--- config.mk ---
export PLATFORM = sky130hd
export DESIGN_NAME = nmea_rmc_parser
export DESIGN_NICKNAME = d
export VERILOG_FILES = /design/src/design/nrmc_pkg.sv /design/src/design/nrmc_front.sv /design/src/design/nrmc_queue.sv /design/src/design/nrmc_back.sv /design/src/design/nmea_rmc_parser.sv
export SDC_FILE = /design/constraint.sdc
export NUM_CORES = 1
export LEC_CHECK = 0
export ABC_AREA = 0
export BUFFER_PORTS_ARGS = -buffer_cell sky130_fd_sc_hd__buf_2
export CAP_MARGIN = 20
export CELL_PAD_IN_SITES_DETAIL_PLACEMENT = 0
export CELL_PAD_IN_SITES_GLOBAL_PLACEMENT = 1
export CORE_AREA = 5 5 240 300
export DETAILED_ROUTE_END_ITERATION = 16
export DIE_AREA = 0 0 245 305
export PLACE_DENSITY = 0.84
export SYNTH_ARGS = -nofsm -noshare
export SYNTH_HDL_FRONTEND = slang
export SYNTH_HIERARCHICAL = 1
export SYNTH_SLANG_ARGS = --single-unit
--- constraint.sdc ---
create_clock -name i_clk -period 8.25 [get_ports i_clk]
set_clock_uncertainty 0.1 [all_clocks]
set_input_delay 1.2375 -clock i_clk [delete_from_list [all_inputs] [get_ports i_clk]]
set_output_delay 1.2375 -clock i_clk [all_outputs]
set_load 0.005 [all_outputs]
--- src/design/nrmc_pkg.sv ---
`default_nettype none
package nrmc_pkg;

    localparam logic [7:0] CHAR_COMMA = 8'h2c;
    localparam logic [7:0] CHAR_ZERO  = 8'h30;
    localparam logic [7:0] CHAR_NINE  = 8'h39;
    localparam logic [7:0] CHAR_R     = 8'h52;
    localparam logic [7:0] CHAR_M     = 8'h4d;
    localparam logic [7:0] CHAR_C     = 8'h43;
    localparam logic [7:0] CHAR_A     = 8'h41;
    localparam logic [7:0] CHAR_S     = 8'h53;
    localparam logic [7:0] CHAR_W     = 8'h57;

    // field numbers, counted by commas
    localparam logic [3:0] FIELD_TIME   = 4'd1;
    localparam logic [3:0] FIELD_STATUS = 4'd2;
    localparam logic [3:0] FIELD_LAT    = 4'd3;
    localparam logic [3:0] FIELD_NS     = 4'd4;
    localparam logic [3:0] FIELD_LON    = 4'd5;
    localparam logic [3:0] FIELD_EW     = 4'd6;
    localparam logic [3:0] FIELD_DATE   = 4'd9;

    localparam logic [2:0] HDR_IDX_R = 3'd3;
    localparam logic [2:0] HDR_IDX_M = 3'd4;
    localparam logic [2:0] HDR_IDX_C = 3'd5;
    localparam logic [3:0] DIGITS_PER_FIELD = 4'd6;

    localparam logic [0:0] REG_ZONE   = 1'b0;
    localparam logic [4:0] ZONE_RESET = 5'd8;
    localparam logic [4:0] HOURS_PER_DAY = 5'd24;

    typedef logic [5:0][3:0] t_digits;

    typedef struct packed {
        logic [7:0] rx_byte;
        logic       end_of_sentence;
    } t_rmc_in;

    typedef struct packed {
        logic [4:0]  hour;
        logic [5:0]  minute;
        logic [5:0]  second;
        logic [4:0]  day;
        logic [3:0]  month;
        logic [6:0]  year;
        logic        fix_valid;
        logic [25:0] latitude;
        logic        lat_south;
        logic [29:0] longitude;
        logic        lon_west;
    } t_rmc_out;

    // raw sentence contents handed from the parser to the time/date unit
    typedef struct packed {
        t_digits     time_dig;
        t_digits     date_dig;
        logic [25:0] lat;
        logic [29:0] lon;
        logic        fix;
        logic        south;
        logic        west;
    } t_rec;

    function automatic logic [3:0] digit_of(input logic [7:0] b);
        logic [7:0] diff;
        diff = b - CHAR_ZERO;
        return (b >= CHAR_ZERO && b <= CHAR_NINE) ? diff[3:0] : 4'd0;
    endfunction

    function automatic logic [22:0] lat_weight(input logic [3:0] pos);
        logic [22:0] w;
        unique case (pos)
            4'd0:    w = 23'd6000000;
            4'd1:    w = 23'd600000;
            4'd2:    w = 23'd100000;
            4'd3:    w = 23'd10000;
            4'd5:    w = 23'd1000;
            4'd6:    w = 23'd100;
            4'd7:    w = 23'd10;
            4'd8:    w = 23'd1;
            default: w = 23'd0;
        endcase
        return w;
    endfunction

    function automatic logic [25:0] lon_weight(input logic [3:0] pos);
        logic [25:0] w;
        unique case (pos)
            4'd0:    w = 26'd60000000;
            4'd1:    w = 26'd6000000;
            4'd2:    w = 26'd600000;
            4'd3:    w = 26'd100000;
            4'd4:    w = 26'd10000;
            4'd6:    w = 26'd1000;
            4'd7:    w = 26'd100;
            4'd8:    w = 26'd10;
            4'd9:    w = 26'd1;
            default: w = 26'd0;
        endcase
        return w;
    endfunction

    function automatic logic [4:0] month_days(input logic [3:0] mo);
        logic [4:0] n;
        unique case (mo)
            4'd2:                      n = 5'd28;
            4'd4, 4'd6, 4'd9, 4'd11:   n = 5'd30;
            default:                   n = 5'd31;
        endcase
        return n;
    endfunction

    function automatic logic [6:0] two_digit(input logic [3:0] hi, input logic [3:0] lo);
        return ({3'b0, hi} * 7'd10) + {3'b0, lo};
    endfunction

endpackage
`default_nettype wire

--- src/design/nrmc_front.sv ---
`default_nettype none
module nrmc_front (
    input  wire logic              i_clk,
    input  wire logic              i_rst_n,
    input  wire logic              i_accept,
    input  wire nrmc_pkg::t_rmc_in i_data,
    output logic                   o_rec_wr,
    output nrmc_pkg::t_rec         o_rec
);
    import nrmc_pkg::*;

    logic [2:0]  r_byte_index, n_byte_index;
    logic        r_header_match, n_header_match;
    logic [3:0]  r_comma_count, n_comma_count;
    logic [3:0]  r_field_pos, n_field_pos;
    t_rec        r_acc, n_acc;

    logic [7:0]  b;
    logic [3:0]  d;
    logic        hdr_ok;
    logic [2:0]  u_byte_index;
    logic [3:0]  u_comma_count;
    logic [3:0]  u_field_pos;
    t_rec        u_acc;
    logic [26:0] lat_prod;
    logic [29:0] lon_prod;

    always_comb begin
        b = i_data.rx_byte;
        d = digit_of(b);
        lat_prod = {23'b0, d} * {4'b0, lat_weight(r_field_pos)};
        lon_prod = {26'b0, d} * {4'b0, lon_weight(r_field_pos)};

        hdr_ok = r_header_match &&
                 !((r_byte_index == HDR_IDX_R && b != CHAR_R) ||
                   (r_byte_index == HDR_IDX_M && b != CHAR_M) ||
                   (r_byte_index == HDR_IDX_C && b != CHAR_C));
        u_byte_index  = (r_byte_index != 3'd7) ? r_byte_index + 3'd1 : r_byte_index;
        u_comma_count = r_comma_count;
        u_field_pos   = r_field_pos;
        u_acc         = r_acc;

        if (b == CHAR_COMMA) begin
            u_comma_count = (r_comma_count != 4'd15) ? r_comma_count + 4'd1 : r_comma_count;
            u_field_pos   = 4'd0;
        end else begin
            unique case (r_comma_count)
                FIELD_TIME: begin
                    if (r_field_pos < DIGITS_PER_FIELD) u_acc.time_dig = {r_acc.time_dig[4:0], d};
                end
                FIELD_STATUS: begin
                    if (r_field_pos == 4'd0 && b == CHAR_A) u_acc.fix = 1'b1;
                end
                FIELD_LAT: begin
                    u_acc.lat = r_acc.lat + lat_prod[25:0];
                end
                FIELD_NS: begin
                    if (r_field_pos == 4'd0 && b == CHAR_S) u_acc.south = 1'b1;
                end
                FIELD_LON: begin
                    u_acc.lon = r_acc.lon + lon_prod;
                end
                FIELD_EW: begin
                    if (r_field_pos == 4'd0 && b == CHAR_W) u_acc.west = 1'b1;
                end
                FIELD_DATE: begin
                    if (r_field_pos < DIGITS_PER_FIELD) u_acc.date_dig = {r_acc.date_dig[4:0], d};
                end
                default: begin
                end
            endcase
            u_field_pos = (r_field_pos != 4'd15) ? r_field_pos + 4'd1 : r_field_pos;
        end

        o_rec    = u_acc;
        o_rec_wr = i_accept && i_data.end_of_sentence && hdr_ok && (r_byte_index >= HDR_IDX_C);

        n_byte_index   = r_byte_index;
        n_header_match = r_header_match;
        n_comma_count  = r_comma_count;
        n_field_pos    = r_field_pos;
        n_acc          = r_acc;
        if (i_accept) begin
            if (i_data.end_of_sentence) begin
                // sentence done: start over
                n_byte_index   = 3'd0;
                n_header_match = 1'b1;
                n_comma_count  = 4'd0;
                n_field_pos    = 4'd0;
                n_acc          = '0;
            end else begin
                n_byte_index   = u_byte_index;
                n_header_match = hdr_ok;
                n_comma_count  = u_comma_count;
                n_field_pos    = u_field_pos;
                n_acc          = u_acc;
            end
        end
    end

    always_ff @(posedge i_clk) begin
        if (!i_rst_n) begin
            r_byte_index   <= 3'd0;
            r_header_match <= 1'b1;
            r_comma_count  <= 4'd0;
            r_field_pos    <= 4'd0;
            r_acc          <= '0;
        end else begin
            r_byte_index   <= n_byte_index;
            r_header_match <= n_header_match;
            r_comma_count  <= n_comma_count;
            r_field_pos    <= n_field_pos;
            r_acc          <= n_acc;
        end
    end

endmodule
`default_nettype wire

--- src/design/nrmc_queue.sv ---
`default_nettype none
module nrmc_queue (
    input  wire logic           i_clk,
    input  wire logic           i_rst_n,
    input  wire logic           i_wr,
    input  wire nrmc_pkg::t_rec i_wr_rec,
    output logic                o_full,
    output logic                o_valid,
    input  wire logic           i_rd,
    output nrmc_pkg::t_rec      o_rd_rec
);
    import nrmc_pkg::*;

    t_rec       r_mem [2];
    logic       r_wr_ptr, n_wr_ptr;
    logic       r_rd_ptr, n_rd_ptr;
    logic [1:0] r_count, n_count;
    logic       do_wr, do_rd;

    always_comb begin
        o_full   = (r_count == 2'd2);
        o_valid  = (r_count != 2'd0);
        o_rd_rec = r_mem[r_rd_ptr];
        do_wr    = i_wr && !o_full;
        do_rd    = i_rd && o_valid;
        n_wr_ptr = do_wr ? ~r_wr_ptr : r_wr_ptr;
        n_rd_ptr = do_rd ? ~r_rd_ptr : r_rd_ptr;
        n_count  = r_count + {1'b0, do_wr} - {1'b0, do_rd};
    end

    always_ff @(posedge i_clk) begin
        if (!i_rst_n) begin
            r_wr_ptr <= 1'b0;
            r_rd_ptr <= 1'b0;
            r_count  <= 2'd0;
        end else begin
            r_wr_ptr <= n_wr_ptr;
            r_rd_ptr <= n_rd_ptr;
            r_count  <= n_count;
        end
    end

    always_ff @(posedge i_clk) begin
        if (do_wr) r_mem[r_wr_ptr] <= i_wr_rec;
    end

endmodule
`default_nettype wire

--- src/design/nrmc_back.sv ---
`default_nettype none
module nrmc_back (
    input  wire logic           i_clk,
    input  wire logic           i_rst_n,
    input  wire logic [4:0]     i_zone,
    input  wire logic           i_rec_valid,
    input  wire nrmc_pkg::t_rec i_rec,
    output logic                o_rec_rd,
    output logic                o_empty,
    input  wire logic           i_pop,
    output nrmc_pkg::t_rmc_out  o_data
);
    import nrmc_pkg::*;

    // stage 1: clamped UTC fields
    t_rmc_out   r_s1;
    logic       r_s1_valid, n_s1_valid;
    t_rmc_out   dec;
    t_rmc_out   rolled;

    // result buffer
    t_rmc_out   r_obuf [2];
    logic       r_owr_ptr, r_ord_ptr;
    logic [1:0] r_ocount;
    logic       s1_move, out_rd;

    logic [6:0] hh7, mm7, ss7, dd7, mo7, yy7;
    logic [4:0] zone_adj;
    logic [5:0] hsum;
    logic [5:0] dd_inc;
    logic [4:0] dim;

    always_comb begin
        hh7 = two_digit(i_rec.time_dig[5], i_rec.time_dig[4]);
        mm7 = two_digit(i_rec.time_dig[3], i_rec.time_dig[2]);
        ss7 = two_digit(i_rec.time_dig[1], i_rec.time_dig[0]);
        dd7 = two_digit(i_rec.date_dig[5], i_rec.date_dig[4]);
        mo7 = two_digit(i_rec.date_dig[3], i_rec.date_dig[2]);
        yy7 = two_digit(i_rec.date_dig[1], i_rec.date_dig[0]);

        dec.hour      = (hh7 > 7'd23) ? 5'd23 : hh7[4:0];
        dec.minute    = (mm7 > 7'd59) ? 6'd59 : mm7[5:0];
        dec.second    = (ss7 > 7'd59) ? 6'd59 : ss7[5:0];
        dec.day       = (dd7 == 7'd0) ? 5'd1 : ((dd7 > 7'd31) ? 5'd31 : dd7[4:0]);
        dec.month     = (mo7 == 7'd0) ? 4'd1 : ((mo7 > 7'd12) ? 4'd12 : mo7[3:0]);
        dec.year      = yy7;
        dec.fix_valid = i_rec.fix;
        dec.latitude  = i_rec.lat;
        dec.lat_south = i_rec.south;
        dec.longitude = i_rec.lon;
        dec.lon_west  = i_rec.west;
    end

    // stage 2: zone offset and calendar rollover
    always_comb begin
        zone_adj = (i_zone >= HOURS_PER_DAY) ? i_zone - HOURS_PER_DAY : i_zone;
        hsum     = {1'b0, r_s1.hour} + {1'b0, zone_adj};
        dd_inc   = {1'b0, r_s1.day} + 6'd1;
        dim      = (r_s1.month == 4'd2 && r_s1.year[1:0] == 2'b00) ? 5'd29
                                                                  : month_days(r_s1.month);
        rolled      = r_s1;
        rolled.hour = hsum[4:0];
        if (hsum >= {1'b0, HOURS_PER_DAY}) begin
            rolled.hour = 5'(hsum - {1'b0, HOURS_PER_DAY});
            rolled.day  = dd_inc[4:0];
            if (dd_inc > {1'b0, dim}) begin
                rolled.day   = 5'd1;
                rolled.month = r_s1.month + 4'd1;
                if (r_s1.month == 4'd12) begin
                    rolled.month = 4'd1;
                    rolled.year  = (r_s1.year >= 7'd99) ? 7'd0 : r_s1.year + 7'd1;
                end
            end
        end
    end

    always_comb begin
        s1_move    = r_s1_valid && (r_ocount != 2'd2);
        o_rec_rd   = i_rec_valid && (!r_s1_valid || s1_move);
        n_s1_valid = o_rec_rd || (r_s1_valid && !s1_move);
        o_empty    = (r_ocount == 2'd0);
        out_rd     = i_pop && !o_empty;
        o_data     = r_obuf[r_ord_ptr];
    end

    always_ff @(posedge i_clk) begin
        if (!i_rst_n) begin
            r_s1_valid <= 1'b0;
            r_owr_ptr  <= 1'b0;
            r_ord_ptr  <= 1'b0;
            r_ocount   <= 2'd0;
        end else begin
            r_s1_valid <= n_s1_valid;
            if (s1_move) r_owr_ptr <= ~r_owr_ptr;
            if (out_rd)  r_ord_ptr <= ~r_ord_ptr;
            r_ocount   <= r_ocount + {1'b0, s1_move} - {1'b0, out_rd};
        end
    end

    always_ff @(posedge i_clk) begin
        if (o_rec_rd) r_s1 <= dec;
        if (s1_move)  r_obuf[r_owr_ptr] <= rolled;
    end

endmodule
`default_nettype wire

--- src/design/nmea_rmc_parser.sv ---
`default_nettype none
// NMEA RMC parser: takes one sentence byte per cycle (push while full is low) and
// puts one time/date/position result per RMC sentence on the result ports via the
// record queue, stage 1 and the result buffer. The byte parser never
// stalls on its own; full rises only when the two-entry record queue between the
// parser and the time/date unit is full, which happens only when results are not
// popped. The zone offset register (byte address 0, reset 8) is added to the UTC hour
// before day, month and year rollover; write it only while no sentence is in flight.
module nmea_rmc_parser (
    input  wire logic               i_clk,
    input  wire logic               i_rst_n,
    input  wire logic               push,
    output logic                    full,
    input  wire nrmc_pkg::t_rmc_in  i_data,
    output logic                    empty,
    input  wire logic               pop,
    output nrmc_pkg::t_rmc_out      o_data,
    input  wire logic               psel,
    input  wire logic               penable,
    input  wire logic               pwrite,
    input  wire logic [2:0]         paddr,
    input  wire logic [31:0]        pwdata,
    output logic [31:0]             prdata,
    output logic                    pready
);
    import nrmc_pkg::*;

    logic [4:0] r_zone;
    logic       accept;
    logic       rec_wr, q_full, q_valid, q_rd;
    t_rec       rec_in, rec_out;
    logic       cfg_wr;

    assign accept = push && !q_full;
    assign full   = q_full;
    assign pready = 1'b1;
    assign cfg_wr = psel && penable && pwrite && pready && (paddr[2:2] == REG_ZONE);

    always_comb begin
        prdata = 32'd0;
        if (paddr[2:2] == REG_ZONE) prdata = {27'd0, r_zone};
    end

    always_ff @(posedge i_clk) begin
        if (!i_rst_n) begin
            r_zone <= ZONE_RESET;
        end else if (cfg_wr) begin
            r_zone <= pwdata[4:0];
        end
    end

    nrmc_front u_front (
        .i_clk    (i_clk),
        .i_rst_n  (i_rst_n),
        .i_accept (accept),
        .i_data   (i_data),
        .o_rec_wr (rec_wr),
        .o_rec    (rec_in)
    );

    nrmc_queue u_queue (
        .i_clk    (i_clk),
        .i_rst_n  (i_rst_n),
        .i_wr     (rec_wr),
        .i_wr_rec (rec_in),
        .o_full   (q_full),
        .o_valid  (q_valid),
        .i_rd     (q_rd),
        .o_rd_rec (rec_out)
    );

    nrmc_back u_back (
        .i_clk       (i_clk),
        .i_rst_n     (i_rst_n),
        .i_zone      (r_zone),
        .i_rec_valid (q_valid),
        .i_rec       (rec_out),
        .o_rec_rd    (q_rd),
        .o_empty     (empty),
        .i_pop       (pop),
        .o_data      (o_data)
    );

`ifndef SYNTHESIS
    a_time_range: assert property (@(posedge i_clk) disable iff (!i_rst_n)
        !empty |-> (o_data.hour < 5'd24 && o_data.minute < 6'd60 && o_data.second < 6'd60))
        else $error("result time out of range");

    a_date_range: assert property (@(posedge i_clk) disable iff (!i_rst_n)
        !empty |-> (o_data.day != 5'd0 && o_data.month != 4'd0 && o_data.month <= 4'd12 &&
                    o_data.year < 7'd100))
        else $error("result date out of range");

    a_coord_range: assert property (@(posedge i_clk) disable iff (!i_rst_n)
        !empty |-> (o_data.latitude <= 26'd60399999 && o_data.longitude <= 30'd600399999))
        else $error("result coordinate out of range");

    a_no_lost_record: assert property (@(posedge i_clk) disable iff (!i_rst_n)
        rec_wr |-> !q_full)
        else $error("sentence record written into a full queue");
`endif

endmodule
`default_nettype wire
==> impl_metrics.env <==
export IMPL_status="finished, final reports clean"
export IMPL_synth_edf_count=490
export IMPL_dieHeight_um=305
export IMPL_avgRoutedWirePerCell_um=17.5
export IMPL_nNetsFinal=3230
export IMPL_netlist_top_cells_area="edfxtp_1 (43%), dfxtp_1 (9.7%), fa_1 (7.2%), mux2_2 (7.2%), ha_1 (6.2%)"
export IMPL_cp_start_kind="input pin"
export IMPL_hold_viol_final=0
export IMPL_rows=108
export IMPL_via_per_inst=5.43
export IMPL_numCtsBuffers=59
export IMPL_grt_total_usage=0.177
export IMPL_hold_buffers=0
export IMPL_path_common_cell="fa_1"
export IMPL_cpMaxStageDelayCell="fa_1"
export IMPL_setup_tns_ns=0
export IMPL_maxSlewViolCount=0
export IMPL_cts_setup_buffers=0
export IMPL_ant_nets=0
export IMPL_synthFlopType="edfxtp_1"
export IMPL_core_area_sq_mm=0.0689
export IMPL_cts_tree="built"
export IMPL_r2r_slack_ns=2.76
export IMPL_drt_iter0_drc=1268
export IMPL_crit_type="input pin to flip-flop"
export IMPL_netlist_area_sq_mm=0.0341
export IMPL_ff_latch_area_sq_mm=0.0180
export IMPL_slowest_delay_ns=0.54
export IMPL_cp_max_fo=13
export IMPL_grt_start_max_net_pins=92
export IMPL_multi_input_area_sq_mm=0.0144
export IMPL_worstPathRequired_ns=8.53
export IMPL_synth_top_cell_area_share=0.432
export IMPL_htree_levels=2
export IMPL_min_to="u_back/r_obuf[0][35]$_DFFE_PP_"
export IMPL_start_util=0.494
export IMPL_crit_buf_inv=5
export IMPL_power_per_cell_area_mw_per_mm2=177
export IMPL_hold_path_class="flip-flop to flip-flop"
export IMPL_clockBufferDepth=3
export IMPL_die_w_um=245
export IMPL_slew_headroom=0.247
export IMPL_drt_total_wl_um=66800
export IMPL_insertion_delay_ns=0.62
export IMPL_final_common_cell="edfxtp_1"
export IMPL_cts_resized_gates=0
export IMPL_finalCriticalPeriod_ns=7.02
export IMPL_antenna_found_initial=1
export IMPL_crit_path_cell_trace="buf_2 > nor3b_1 > buf_4 > nand2_1 > nor4b_2 > buf_4 > and2_1 > fa_1 > fa_1 > inv_1 > fa_1 > inv_1 > ha_1 > a21oi_1 > o21ai_0 > o31a_1 > o41a_1 > a221oi_2 > o21ai_1 > xor2_1 > nor2_1 > xor2_1"
export IMPL_fmax_mhz=143
export IMPL_mostFrequentLayoutCells="edfxtp_1 (490), inv_1 (301), mux2_2 (218), nand2_1 (170), ha_1 (169)"
export IMPL_dp_hpwl_um=47000
export IMPL_drc=0
export IMPL_crit_family="adder cells"
export IMPL_reg2reg_depth=17
export IMPL_io_pins=178
export IMPL_area_growth_synth_to_final_pct=10.0
export IMPL_ir_drop_v=0.000162
export IMPL_min_from="u_back/r_s1[35]$_DFFE_PP_"
export IMPL_r2r_end="u_queue/r_mem[1][58]$_DFFE_PP_"
export IMPL_synth_distinct_cells=86
export IMPL_clk_pin_slew_ns=0.06
export IMPL_gp_congestion=0.899
export IMPL_die_area_sq_mm=0.0747
export IMPL_gr_total_overflow=0
export IMPL_critPathArrivalTime_ns=7.29
export IMPL_synthCells=2775
export IMPL_rsz0062_at_grt="false"
export IMPL_p_leak_nw=15.1
export IMPL_fill_cells=5674
export IMPL_synth_area_per_cell_sq_um=12.3
export IMPL_synth_warnings=6
export IMPL_drive_above_1_share=0.185
export IMPL_grt_pass1_vias=21600
export IMPL_first_pass_iters=6
export IMPL_whs_ns=0.337
export IMPL_synth_seq_cells=655
export IMPL_min_path_cells=0
export IMPL_cts_root_buf="clkbuf_16"
export IMPL_synthArstFlopShare=0
export IMPL_dr_total_vias=20700
export IMPL_fin_crit_sh=0.851
export IMPL_ys_seq_area_frac=0.529
export IMPL_synth_largest_area_cell="edfxtp_1"
export IMPL_cp_depth=22
export IMPL_cp_end_kind="flip-flop"
export IMPL_cts_sinks=655
export IMPL_port_buffers=120
export IMPL_worst_pin_slew_ns=1.13
export IMPL_grt_pass1_wl_um=109000
export IMPL_finalSetupViolations=0
export IMPL_cap_violations=0
-- logic make-up after synthesis --
kind of cell / count (synthesis) / share of synthesized area
flops: 655 / 0.529
simple gates: 639 / 0.0919
buf+inv: 428 / 0.0521
compound gates: 419 / 0.0829
fa+ha+maj: 293 / 0.135
mux: 262 / 0.0894
xor+xnor: 77 / 0.0200
other cells: 2 / 0.000220
-- synth_stat cells, drive strengths merged (4+ instances only) --
cell,count
a211oi,9
a21boi,4
a21o,32
a21oi,77
a22oi,81
a31o,5
a31oi,8
a41o,4
and2,116
and2b,5
and3,19
buf,49
clkbuf,76
dfxtp,165
edfxtp,490
fa,123
ha,169
inv,302
mux2,249
mux2i,13
nand2,170
nand2b,24
nand3,31
nand4,8
nor2,166
nor2b,25
nor3,32
nor3b,9
nor4,5
o211ai,5
o21a,13
o21ai,104
o21bai,7
o22ai,5
o31a,10
o31ai,17
o41ai,8
or2,12
or3,8
xnor2,43
xor2,34
-- worst max-delay path by stage --
stage,startpoint,to,slack (ns)
6_report,i_data[7],u_queue/r_mem[1][58]$_DFFE_PP_,1.23
5_1_grt,i_data[7],u_queue/r_mem[1][58]$_DFFE_PP_,0.91
4_1_cts,i_data[7],u_queue/r_mem[1][58]$_DFFE_PP_,1.31
3_5_place_dp,i_data[7],u_queue/r_mem[1][58]$_DFFE_PP_,0.67
3_3_place_gp,i_data[7],u_queue/r_mem[0][58]$_DFFE_PP_,0.80
2_1_floorplan,i_data[8],u_queue/r_mem[0][0]$_DFFE_PP_,0.60
-- layout make-up --
type / instances / share of cell area
antenna: 3 / 0.000200
clock buffer: 82 / 0.0466
clock inverter: 28 / 0.00524
inverter: 303 / 0.0304
multi-input combinational: 1718 / 0.385
sequential: 655 / 0.481
tap: 880 / 0.0294
timing repair buffer: 150 / 0.0224
-- registers in the layout, indices dropped and copies added, names as in the netlist, 3 cells and up, named ones only --
register,cells
r_zone,5
u_front/r_comma_count,4
u_back/r_obuf,184
u_back/r_s1,92
u_front/r_byte_index,3
u_front/r_acc,107
u_front/r_field_pos,4
u_queue/r_mem,214
-- report_power, final --
group / switching, W / internal (W) / total (W)
Sequential: 0.0000326 / 0.00351 / 0.00354
Clock: 0.00119 / 0.00152 / 0.00271
Combinational: 0.000197 / 0.000197 / 0.000394
Total: 0.00142 / 0.00522 / 0.00664
-- per-layer routing --
metal / GRT usage / vias to the layer above / wire [um] / part of all wire
li1: - / 9888 / - / -
met1: 0.203 / 10300 / 25800 / 0.39
met2: 0.335 / 419 / 36000 / 0.54
met3: 0.0226 / 122 / 2580 / 0.039
met4: 0.0651 / 0 / 2420 / 0.036
met5: 0 / - / 0 / 0
-- stage by stage --
stage	total power [W]	utilization	setup WS [ns]	cells	instance area (sq um)
4_1_cts	0.00673	0.544	1.31	3816	37500
2_1_floorplan	0.00387	-	0.599	2801	34200
5_1_grt	0.00690	0.544	0.914	3816	37500
3_3_place_gp	0.00401	0.516	0.805	3706	35500
6_report	0.00664	0.544	1.23	3819	37500
3_5_place_dp	0.00401	0.516	0.666	3706	35500
(Power assumes the default switching activity.)
